File: config.mk
export PLATFORM = sky130hd
export DESIGN_NAME = krs_scan_unit
export DESIGN_NICKNAME = d
export VERILOG_FILES = /design/src/rtl/krs_pkg.sv /design/src/rtl/krs_scan_unit.sv
export SDC_FILE = /design/constraint.sdc
export NUM_CORES = 1
export LEC_CHECK = 0
export ABC_CLOCK_PERIOD_IN_PS = 3000
export BUFFER_PORTS_ARGS = -buffer_cell sky130_fd_sc_hd__buf_2
export CAP_MARGIN = 20
export CELL_PAD_IN_SITES_DETAIL_PLACEMENT = 1
export CELL_PAD_IN_SITES_GLOBAL_PLACEMENT = 1
export CORE_MARGIN = 2
export CORE_UTILIZATION = 32
export CTS_BUF_LIST = sky130_fd_sc_hd__clkbuf_4
export DETAILED_ROUTE_END_ITERATION = 7
export GPL_TIMING_DRIVEN = 0
export PLACE_DENSITY = 0.9
export SLEW_MARGIN = 20
export SYNTH_ARGS = -nofsm -noshare
export SYNTH_HDL_FRONTEND = slang
export SYNTH_SLANG_ARGS = --single-unit
File: constraint.sdc
create_clock -name clk -period 3 [get_ports clk]
set_clock_uncertainty 0.1 [all_clocks]
set_input_delay 0.6 -clock clk [delete_from_list [all_inputs] [get_ports clk]]
set_output_delay 0.6 -clock clk [all_outputs]
set_load 0.05 [all_outputs]
File: src/rtl/krs_pkg.sv
package krs_pkg;

  localparam int CAPACITY_DEF = 256;

  typedef enum logic [1:0] {
    CMD_INSERT = 2'd0,
    CMD_DELETE = 2'd1,
    CMD_COUNT  = 2'd2,
    CMD_RANGE  = 2'd3
  } cmd_t;

  localparam logic ST_OK   = 1'b0;
  localparam logic ST_FULL = 1'b1;

  localparam logic [8:0] HELD_MAX = 9'd511;

  localparam logic signed [39:0] TOTAL_MAX = 40'sh7F_FFFF_FFFF;
  localparam logic signed [39:0] TOTAL_MIN = 40'sh80_0000_0000;

  typedef struct packed {
    cmd_t               cmd;
    logic signed [31:0] item_key;
    logic signed [31:0] item_price;
    logic signed [31:0] range_low;
    logic signed [31:0] range_high;
  } req_t;

  typedef struct packed {
    logic [8:0]         held_count;
    logic signed [39:0] range_total;
    logic               status;
  } resp_t;

  typedef struct packed {
    logic               valid;
    logic signed [31:0] key;
    logic signed [31:0] price;
  } slot_t;

  typedef struct packed {
    logic clear;
    logic step;
  } scan_ctl_t;

  typedef struct packed {
    logic found;
    logic free_found;
  } scan_flags_t;

endpackage

File: src/rtl/krs_scan_unit.sv
// One slot per step: key match, first free slot, range compare and accumulate.
module krs_scan_unit #(
  parameter int AW    = 8,
  parameter int ACC_W = 41
) (
  input  logic                    clk,
  input  logic                    rst,
  input  krs_pkg::scan_ctl_t      ctl,
  input  logic [AW-1:0]           idx,
  input  krs_pkg::slot_t          slot,
  input  krs_pkg::req_t           req,
  output krs_pkg::scan_flags_t    flags,
  output logic [AW-1:0]           found_idx,
  output logic [AW-1:0]           free_idx,
  output logic signed [ACC_W-1:0] acc
);

  logic hit_key;
  logic in_rng;
  logic lookup;

  assign hit_key = slot.valid && ($signed(slot.key) == $signed(req.item_key));
  // empty interval falls out: no key can satisfy both bounds
  assign in_rng  = slot.valid && ($signed(slot.key) >= $signed(req.range_low))
                              && ($signed(slot.key) <= $signed(req.range_high));
  assign lookup  = (req.cmd == krs_pkg::CMD_INSERT) || (req.cmd == krs_pkg::CMD_DELETE);

  always_ff @(posedge clk) begin
    if (rst || ctl.clear) begin
      flags <= '0;
      acc   <= '0;
    end else if (ctl.step) begin
      if (lookup && hit_key && !flags.found) begin
        flags.found <= 1'b1;
        found_idx   <= idx;
      end
      if (lookup && !slot.valid && !flags.free_found) begin
        flags.free_found <= 1'b1;
        free_idx         <= idx;
      end
      if ((req.cmd == krs_pkg::CMD_RANGE) && in_rng) begin
        acc <= acc + ACC_W'($signed(slot.price));
      end
    end
  end

endmodule

==> impl_metrics.py, run 1 <==
metrics = {
    "outcome": {
        "status": "complete, no violations",
    },
    "timing": {
        "clock.fmax_ghz": 0.3356,
        "worst_pin_slew_ps": 728.8,
        "relSlewSlack_pct": 51.15,
        "setup_tns_ps": 0,
        "post-route-period-util_pct": 99.33,
        "final_max_slew_viol_count": 0,
        "min_period_ps": 2980,
        "setup_viol": 0,
        "finalHoldViolCount": 0,
        "rsz0062_at_grt": "true",
        "hold_ws_ps": 254.9,
    },
    "pwr": {
        "internal-power_uw": 1367,
        "pwr_density_cell_nw_per_um2": 251.6,
        "p_leak_uw": 0.004401,
        "pwr-share-seq_pct": 38.7,
        "switching_share_pct": 35.79,
        "ir_drop_uv": 172.3,
        "power.switching_uw": 761.8,
        "clkPwrFrac_pct": 28.8,
        "p_comb_share_pct": 32.5,
    },
    "floorplanning": {
        "start_util_pct": 32.66,
        "die-area_um2": 20280,
        "die_h_um": 142.4,
        "num_rows": 50,
        "io_pins": 266,
        "die_width_um": 142.4,
        "core_area_um2": 18770,
    },
    "clock_network": {
        "cts_root_buf": "clkbuf_4",
        "numCtsBuffers": 9,
        "cts-htree-levels": 3,
        "cts.hold.buffers_added": 0,
        "clkTransAtPathRegs_ps": 130,
        "clock_latency_ps": 430,
        "cts_sinks": 59,
        "tritoncts": "built",
        "clockBufferDepth": 2,
    },
    "yosys": {
        "synth_fp_nets": 1050,
        "syn-cell-area_um2": 6130,
        "yosys_warnings": 0,
        "synth_area_leaders": "ha_1 (21%), dfxtp_1 (14%), edfxtp_1 (7.8%)",
        "synth_cell_types": 60,
        "yosysTopAreaCell": "ha_1",
        "ys_seq_area_share_pct": 21.88,
        "ys_ff_latch": 59,
        "synth-edff-count": 16,
        "post_synth.cell_area_avg_um2": 8.306,
        "synth_common_cells": "ha_1 (104), inv_1 (74), a21oi_1 (72), nor2_1 (52), nand2_1 (50)",
        "synthCells": 738,
        "yosysMostFrequentCell": "ha_1",
        "async_flop_share_pct": 0,
        "yosysTopAreaCellShare_pct": 21.23,
        "synth_ff_type": "dfxtp_1",
    },
    "finish": {
        "final_area_um2": 8458,
        "drive_above_1_share_pct": 35.45,
        "num-fill-cells": 2324,
        "area_growth_pct": 37.99,
        "fin_nets": 1317,
        "fin_util_pct": 45.07,
    },
    "worst_setup_path": {
        "critPathKind": "in -> reg",
        "reg2reg_depth": 11,
        "cp-end-kind": "flop",
        "start_kind": "primary input",
        "r2r-start": "acc[31]",
        "path_cells": "clkbuf_4, ha_1, clkbuf_1, a21o_1, a21oi_1, o21ai_0, a31o_2, nor2_2, o21ai_2, a2111o_1, a31oi_4, mux2i_1",
        "critical_path.max_stage_delay_ps": 460,
        "arrival_ps": 3220,
        "critPathRequiredTime_ps": 3240,
        "path_max_fanout": 10,
        "worst-r2r-setup-slack_ps": 40,
        "critPathSlowestCell": "a2111o_1",
        "critPathTopFamily": "compound AO/OA/AOI/OAI gates",
        "worst-path-buf-inv": 2,
        "timing.rr.end": "acc[40]",
    },
    "global_routing": {
        "overflow": 0,
        "antenna_found_initial": 5,
        "grt_pass1_wl_um": 34890,
        "grt_pass1_vias": 6989,
        "grt_use_total_pct": 21.89,
        "grt_max_degree": 12,
    },
    "flow_run": {
        "maxCapViolCount": 0,
    },
    "detailed_routing": {
        "postRouteAntennaNets": 0,
        "drc": 0,
        "totalWireLength_um": 24380,
        "wl_per_cell_um": 19.52,
        "via_per_inst": 5.391,
        "vias": 6733,
        "drt_iter0_drc": 250,
        "dr.pass1.iters": 4,
    },
    "min_path": {
        "hp-start": "idx[5]",
        "hold_path_end": "found_idx[5]",
        "hp-class": "in -> reg",
        "min_path_cells": 1,
    },
    "placement": {
        "place_area_um2": 7615,
        "dp_hpwl_um": 18830,
        "portBuffers": 233,
        "place_congestion": 0.9020,
    },
}
[power by group through the flow]
stage                     Clock (µW)  Sequential (µW)  Combinational (µW)
final                            613              823                 693
after global routing             667              824                 761
after CTS                        632              824                 638
after detailed placement           0              842                 615
after global placement             0              841                 586
after floorplan                    0              855                 328
[worst max path at each step]
stage               slack, ps      end  cells after the start      from
global placement         -680   acc[6]                     13  slot[33]
finish                     20  acc[40]                     12  slot[31]
global route             -130  acc[40]                     13    acc[0]
floorplan                  -8  acc[35]                     12  slot[18]
detailed placement       -820  acc[23]                     13  slot[33]
CTS                       -30  acc[40]                     13    acc[0]
[metrics by stage]
stage / power, µW / instances / setup WS [ps]
finish: 2128 / 1249 / 20.04
CTS: 2094 / 1229 / -25.70
detailed placement: 1456 / 1206 / -818.1
global route: 2252 / 1249 / -129.3
floorplan: 1183 / 738 / -7.521
global placement: 1427 / 1205 / -683.8
[cells by family (layout without fill, tap and decap cells)]
kind of cell / Yosys count / count (layout) / synth area share (%)
simple gates: 201 / 202 / 15.92
compound gates: 180 / 180 / 19.47
fa+ha+maj: 105 / 105 / 21.56
buf+inv: 90 / 361 / 5.777
xor+xnor: 70 / 70 / 10.00
flops: 59 / 59 / 21.88
mux: 33 / 33 / 5.389
other cells: 0 / 5 / 0
[routing by layer]
metal  track usage, %  up-vias  part of all wire [%]
li1                 -     3215                     -
met1            24.21     3229                    38
met2            41.47      233                    53
met3            3.297       56                   4.4
met4            9.224        0                   4.2
met5                0        -                     0
[flip-flops by register name (all words and copies together) (netlist names)]
| register | count |
|---|---|
| acc | 41 |
| found_idx | 8 |
| free_idx | 8 |
| flags | 2 |
[final cells by class]
cell class | count | area (µm²) | area share (%)
multi-input cells | 590 | 4846 | 57.29
repair buffers | 259 | 1439 | 17.01
well taps | 234 | 292.8 | 3.462
inverters | 74 | 277.8 | 3.284
clock buffers | 9 | 67.56 | 0.7988
plain buffers | 12 | 98.84 | 1.169
clock inverters | 7 | 68.82 | 0.8136
flip-flops and latches | 59 | 1355 | 16.02
diodes | 5 | 12.51 | 0.1479
[cells in the final DEF, fill, tap and decap left out, types with 4 or more instances in the layout]
cell type	instances
a21o_1	21
a21oi_1	64
a21oi_2	8
and2_1	4
buf_12	4
buf_2	232
buf_4	22
clkbuf_1	7
clkbuf_4	10
dfxtp_1	34
dfxtp_2	8
diode_2	5
edfxtp_1	16
ha_1	89
ha_2	4
ha_4	11
inv_1	72
mux2i_1	30
nand2_1	49
nand2b_1	4
nand3_1	24
nand4_1	24
nor2_1	50
nor2b_1	7
nor3_1	7
nor4_1	10
o211ai_1	9
o21ai_0	23
o21bai_1	6
o31ai_1	5
xnor2_1	22
xor2_1	48
[what timing repair did]
action	4_1_cts	5_1_grt
setup buffers	8	14
pin swaps	12	38
endpoints found under the hold margin	0	0
setup endpoints to repair	39	39
gates cloned	0	4
gates resized for setup	28	65
Note: power is estimated with default switching activity, not from simulation.
==> inputs of run 2 (changes only) <==
--- a/config.mk
+++ b/config.mk
@@ -5,17 +5,18 @@
 export SDC_FILE = /design/constraint.sdc
 export NUM_CORES = 1
 export LEC_CHECK = 0
+export ABC_AREA = 1
 export ABC_CLOCK_PERIOD_IN_PS = 3000
 export BUFFER_PORTS_ARGS = -buffer_cell sky130_fd_sc_hd__buf_2
 export CAP_MARGIN = 20
 export CELL_PAD_IN_SITES_DETAIL_PLACEMENT = 1
 export CELL_PAD_IN_SITES_GLOBAL_PLACEMENT = 1
 export CORE_MARGIN = 2
-export CORE_UTILIZATION = 32
+export CORE_UTILIZATION = 31
 export CTS_BUF_LIST = sky130_fd_sc_hd__clkbuf_4
 export DETAILED_ROUTE_END_ITERATION = 7
 export GPL_TIMING_DRIVEN = 0
-export PLACE_DENSITY = 0.9
+export PLACE_DENSITY = 0.89
 export SLEW_MARGIN = 20
 export SYNTH_ARGS = -nofsm -noshare
 export SYNTH_HDL_FRONTEND = slang
==> run 2 against run 1 <==
Critical path depth rose by 1; sequential power about the same; non-clock buffer count down 24; final area rose by 1.8%; critical endpoint is now acc[32]; cell count rose by 32%; via count increased by 19%; highest routed layer is now met5; sequential cell count unchanged.
==> impl_metrics.py, run 2 <==
metrics = {
    "timing": {
        "hold_ws_ps": 221.5,
        "rsz0062_at_grt": "false",
        "relSlewSlack_pct": 46.37,
        "finalHoldViolCount": 0,
        "setup_viol": 0,
        "worst_pin_slew_ps": 801.5,
        "min_period_ps": 2739,
        "post-route-period-util_pct": 91.29,
        "clock.fmax_ghz": 0.3651,
        "setup_tns_ps": 0,
        "final_max_slew_viol_count": 0,
    },
    "finish": {
        "fin_util_pct": 39.21,
        "fin_nets": 1668,
        "mostFrequentLayoutCells": "nand2_1 (331), buf_2 (238), inv_1 (204)",
        "area_growth_pct": 23.69,
        "largest_reg_flops": 41,
        "drive_above_1_share_pct": 20.35,
        "num-fill-cells": 3024,
        "final_common_cell": "nand2_1",
        "largest_registers": "acc: 41 flops, found_idx: 8 flops, free_idx: 8 flops",
        "stdcell_count": 1646,
        "regMostFlops": "acc",
    },
    "detailed_routing": {
        "wl_met3_um": 1492,
        "postRouteAntennaNets": 0,
        "drc": 0,
        "routed.top_layer": "met5",
        "dr.pass1.iters": 4,
        "wl_met2_um": 12920,
        "drt_iter0_drc": 237,
        "via_per_inst": 4.871,
        "wl_per_cell_um": 15.44,
        "met1Wirelength_um": 10290,
        "vias": 8017,
        "totalWireLength_um": 25410,
    },
    "worst_setup_path": {
        "path_max_fanout": 10,
        "critPathRequiredTime_ps": 3270,
        "cp-end-kind": "flop",
        "timing.rr.end": "acc[34]",
        "worstSetupStartpoint": "slot[63]",
        "worst-r2r-setup-slack_ps": 300,
        "start_kind": "primary input",
        "r2r-start": "acc[0]",
        "critPathKind": "in -> reg",
        "arrival_ps": 3010,
        "reg2reg_depth": 15,
    },
    "clock_network": {
        "numCtsBuffers": 9,
        "clock_latency_ps": 460,
        "tritoncts": "built",
        "cts_resized": 0,
        "cts-htree-levels": 3,
        "cts_sinks": 59,
        "cts_root_buf": "clkbuf_4",
        "clkTransAtPathRegs_ps": 130,
        "cts_setup_buffers": 0,
        "cts.hold.buffers_added": 0,
        "clockBufferDepth": 2,
    },
    "yosys": {
        "yosysTopAreaCellShare_pct": 18.69,
        "synth_fp_nets": 1424,
        "yosysTopAreaCell": "ha_1",
        "yosysMostFrequentCell": "nand2_1",
        "post_synth.cell_area_avg_um2": 6.259,
        "ys_seq_area_share_pct": 19.27,
        "synth-edff-count": 16,
        "synth_common_cells": "nand2_1 (331), inv_1 (204), nor2_1 (108), ha_1 (104), a21oi_1 (102)",
        "yosys_warnings": 0,
        "synth_cell_types": 37,
        "synth_area_leaders": "ha_1 (19%), nand2_1 (18%), dfxtp_1 (12%)",
        "synthCells": 1112,
        "ys_ff_latch": 59,
        "async_flop_share_pct": 0,
        "syn-cell-area_um2": 6960,
        "synth_ff_type": "dfxtp_1",
    },
    "min_path": {
        "hp-start": "idx[4]",
        "hold_path_end": "found_idx[4]",
        "hp-class": "in -> reg",
        "min_path_cells": 1,
    },
    "pwr": {
        "power.total_uw": 2023,
        "pwr_density_cell_nw_per_um2": 234.9,
        "p_leak_uw": 0.004977,
        "ir_drop_uv": 121.8,
    },
    "flow_run": {
        "maxCapViolCount": 0,
    },
    "placement": {
        "place_congestion": 0.9251,
        "dp_hpwl_um": 22480,
        "placed_cells": 1625,
        "portBuffers": 233,
    },
    "floorplanning": {
        "die-area_um2": 23670,
        "num_rows": 54,
        "die_h_um": 153.8,
        "io_pins": 266,
        "die_width_um": 153.8,
        "core_area_um2": 21960,
        "start_util_pct": 31.70,
    },
    "global_routing": {
        "grt_pass1_wl_um": 41460,
        "grt_max_degree": 13,
        "grt_use_total_pct": 21.77,
        "overflow": 0,
        "grt_pass1_vias": 8557,
        "antenna_found_initial": 5,
    },
    "outcome": {
        "status": "complete, no violations",
    },
}
==> run 2: cell type report <==
cell class / count / area, µm² / area share, %
Antenna cell: 5 / 12.51 / 0.1453
Buffer: 14 / 96.34 / 1.119
Inverter: 204 / 765.7 / 8.894
Timing Repair Buffer: 233 / 1166 / 13.54
Clock buffer: 9 / 67.56 / 0.7848
Tap cell: 280 / 350.3 / 4.069
Clock inverter: 7 / 52.55 / 0.6104
Multi-Input combinational cell: 835 / 4757 / 55.25
Sequential cell: 59 / 1341 / 15.58
==> run 2: metrics by stage <==
step	setup WS, ps	area, µm²
after CTS	171.1	8597
after global routing	14.84	8605
after global placement	-167.4	8477
final	261.3	8610
after detailed placement	-235.7	8477
after floorplan	318.8	6960
==> run 2: worst max-delay path, stage by stage <==
cell	delay (ps)
buf_2	130
ha_1	340
nand2_1	130
nor2_1	180
nand4_1	120
nor2_1	310
nand4_1	230
nand3_4	230
nand3_2	110
buf_6	180
buf_4	180
a21oi_1	200
nor2_1	60
==> run 2: worst max path at each step <==
stage                     endpoint  cells after the start
final                      acc[32]                     13
after detailed placement   acc[32]                     13
after global routing       acc[34]                     15
after global placement     acc[32]                     13
after CTS                  acc[34]                     15
after floorplan            acc[38]                     15
==> run 2: logic make-up after synthesis <==
logic type | share of synthesized area (%)
simple gates | 32.45
xor+xnor | 4.152
fa+ha+maj | 18.98
buf+inv | 12.39
compound gates | 12.76
flops | 19.27
==> run 2: power breakdown <==
group / total [µW] / leakage (µW) / internal (µW) / switching (µW)
registers: 824 / 0.000490 / 821 / 2.78
logic: 663 / 0.00443 / 263 / 399
clock network: 536 / 0.0000562 / 172 / 365
total: 2020 / 0.00498 / 1260 / 767
==> run 2: layer usage <==
layer / vias to the layer above / GRT usage (%)
li1: 4074 / -
met1: 3702 / 23.59
met2: 195 / 41.27
met3: 44 / 5.552
met4: 2 / 6.898
met5: - / 0
==> inputs of run 3 (changes only) <==
--- a/config.mk
+++ b/config.mk
@@ -5,18 +5,18 @@
 export SDC_FILE = /design/constraint.sdc
 export NUM_CORES = 1
 export LEC_CHECK = 0
-export ABC_AREA = 1
+export ABC_AREA = 0
 export ABC_CLOCK_PERIOD_IN_PS = 3000
 export BUFFER_PORTS_ARGS = -buffer_cell sky130_fd_sc_hd__buf_2
 export CAP_MARGIN = 20
 export CELL_PAD_IN_SITES_DETAIL_PLACEMENT = 1
 export CELL_PAD_IN_SITES_GLOBAL_PLACEMENT = 1
 export CORE_MARGIN = 2
-export CORE_UTILIZATION = 31
+export CORE_UTILIZATION = 32
 export CTS_BUF_LIST = sky130_fd_sc_hd__clkbuf_4
 export DETAILED_ROUTE_END_ITERATION = 7
-export GPL_TIMING_DRIVEN = 0
-export PLACE_DENSITY = 0.89
+export GPL_TIMING_DRIVEN = 1
+export PLACE_DENSITY = 0.9
 export SLEW_MARGIN = 20
 export SYNTH_ARGS = -nofsm -noshare
 export SYNTH_HDL_FRONTEND = slang
==> run 3 against run 2 <==
Non-clock buffer count up 128; sequential share of layout area fell by 0.74 points; clock power grew 47%; sequential cell count stayed put; hold slack better by 14 ps; maximum frequency is 7.2% lower; register-to-register slack worse by 250 ps; combinational power grew 14%; wire length increased by 4.7%; largest cell class unchanged; first-iteration DRC count is 19% higher; cell count is 18% lower; final area increased by 5.5%.
==> impl_metrics.py, run 3 (same netlist as run 1, synthesis figures left out) <==
metrics = {
    "outcome": {
        "status": "complete, no violations",
    },
    "detailed_routing": {
        "wl_per_cell_um": 19.63,
        "dr.pass1.iters": 4,
        "postRouteAntennaNets": 0,
        "drc": 0,
        "drt_iter0_drc": 282,
        "totalWireLength_um": 26590,
        "vias": 7191,
        "via_per_inst": 5.307,
    },
    "clock_network": {
        "tritoncts": "built",
        "clockBufferDepth": 2,
        "cts_root_buf": "clkbuf_4",
        "clkTransAtPathRegs_ps": 130,
        "clock_latency_ps": 450,
        "cts-htree-levels": 3,
        "cts.hold.buffers_added": 0,
        "cts_sinks": 59,
        "numCtsBuffers": 9,
    },
    "worst_setup_path": {
        "cp-end-kind": "flop",
        "critical_path.max_stage_delay_ps": 480,
        "critPathRequiredTime_ps": 3280,
        "worst-r2r-setup-slack_ps": 50,
        "path_cells": "ha_1, a21oi_1, nand3_1, o21ai_4, a211oi_2, nor2_2, o21ai_2, a2111o_1, a31oi_2, mux2i_1",
        "worst-path-buf-inv": 0,
        "critPathKind": "reg -> reg",
        "arrival_ps": 3230,
        "reg2reg_depth": 10,
        "r2r-start": "acc[13]",
        "critPathSlowestCell": "a21oi_1",
        "timing.rr.end": "acc[40]",
        "critPathTopFamily": "compound AO/OA/AOI/OAI gates",
        "path_max_fanout": 4,
        "worstSetupStartpoint": "acc[13]",
        "start_kind": "flop",
    },
    "global_routing": {
        "grt_use_total_pct": 24.45,
        "grt_pass1_vias": 7888,
        "grt_util_met3_pct": 5.148,
        "antenna_found_initial": 8,
        "met2_usage_pct": 46.66,
        "overflow": 0,
        "grt_max_degree": 39,
        "top_usage_layer": "met2",
        "met1_usage_pct": 24.61,
        "grt_pass1_wl_um": 38860,
    },
    "finish": {
        "multi_input_area_um2": 4703,
        "largest_registers": "acc: 41 flops, found_idx: 8 flops, free_idx: 8 flops",
        "drive_above_1_share_pct": 40.07,
        "num-fill-cells": 2310,
        "regMostFlops": "acc",
        "final_common_cell": "buf_2",
        "largest_reg_flops": 41,
        "mostFrequentLayoutCells": "buf_2 (233), buf_4 (140), ha_1 (97)",
        "fin_nets": 1420,
        "area_growth_pct": 48.17,
        "regArea_um2": 1348,
    },
    "timing": {
        "setup_tns_ps": 0,
        "finalHoldViolCount": 0,
        "post-route-period-util_pct": 98.34,
        "worst_pin_slew_ps": 549.1,
        "relSlewSlack_pct": 63.39,
        "final_max_slew_viol_count": 0,
        "setup_slack_ps": 49.79,
        "min_period_ps": 2950,
        "setup_viol": 0,
        "clock.fmax_ghz": 0.3390,
    },
    "pwr": {
        "clkPwrFrac_pct": 33.3,
        "switching_share_pct": 32.87,
        "ir_drop_uv": 159.1,
        "power.switching_uw": 777.9,
        "p_leak_uw": 0.004908,
        "p_comb_share_pct": 31.9,
        "pwr_density_cell_nw_per_um2": 260.6,
        "pwr-share-seq_pct": 34.8,
        "internal-power_uw": 1589,
    },
    "floorplanning": {
        "start_util_pct": 32.66,
        "die-area_um2": 20280,
        "io_pins": 266,
        "num_rows": 50,
        "die_h_um": 142.4,
        "die_width_um": 142.4,
        "core_area_um2": 18770,
    },
    "placement": {
        "pre_cts_slack_ps": -492.3,
        "dp_hpwl_um": 21360,
        "portBuffers": 233,
        "place_congestion": 0.9073,
    },
    "min_path": {
        "min_path_cells": 1,
        "hold_path_end": "free_idx[7]",
        "hp-start": "idx[7]",
        "hp-class": "in -> reg",
    },
    "flow_run": {
        "maxCapViolCount": 0,
    },
}
==> run 3: cell types whose count changed in the layout (fill, tap and decap cells not counted), sizes merged, moves of 12 or more <==
cell | before | now
xnor2 | 10 | 22
buf | 244 | 375
a21o | 6 | 21
mux2i | 0 | 33
a21oi | 102 | 72
nor2 | 110 | 52
inv | 205 | 74
xor2 | 23 | 48
nand2 | 332 | 51
==> run 3: area by class of cell <==
type                            instances  share of cell area, %
Antenna cell                            8                 0.2204
Clock buffer                            9                 0.7439
Clock inverter                          7                  1.281
Inverter                               74                  3.058
Multi-Input combinational cell        589                  51.78
Sequential cell                        59                  14.84
Tap cell                              234                  3.224
Timing Repair Buffer                  375                  24.85
==> run 3: worst max path at each step <==
stage | endpoint | depth (start not counted)
detailed placement | acc[40] | 14
global route | acc[40] | 10
finish | acc[40] | 10
CTS | acc[40] | 13
floorplan | acc[35] | 12
global placement | acc[40] | 14
==> run 3: through the flow <==
| step | hold WS [ps] | std cells | total power [µW] | instance area (µm²) | utilization (%) |
|---|---|---|---|---|---|
| detailed placement | 362.0 | 1325 | 1557 | 8574 | 45.69 |
| global placement | 355.5 | 1325 | 1514 | 8574 | 45.69 |
| global route | 198.1 | 1354 | 2487 | 9080 | 48.38 |
| floorplan | 533.5 | 738 | 1183 | 6140 | - |
| CTS | 197.6 | 1341 | 2347 | 8796 | 46.87 |
| finish | 235.4 | 1355 | 2367 | 9082 | 48.39 |
==> run 3: per-layer routing <==
metal | share of wire [%] | up-vias
li1 | - | 3413
met1 | 37 | 3423
met2 | 54 | 277
met3 | 5.1 | 76
met4 | 4.3 | 2
met5 | 0.030 | -
==> run 3: timing repair <==
| action | in CTS | in global routing |
|---|---|---|
| endpoints found under the setup margin | 12 | 38 |
| resized for setup | 8 | 45 |
| pin swaps | 1 | 18 |
| setup buffers | 0 | 6 |
==> run 3: power groups by stage <==
stage / combinational [µW] / sequential [µW] / clock (µW)
2_1_floorplan: 328 / 855 / 0
3_3_place_gp: 672 / 841 / 0
3_5_place_dp: 716 / 842 / 0
4_1_cts: 723 / 824 / 800
5_1_grt: 823 / 825 / 839
6_report: 755 / 824 / 788
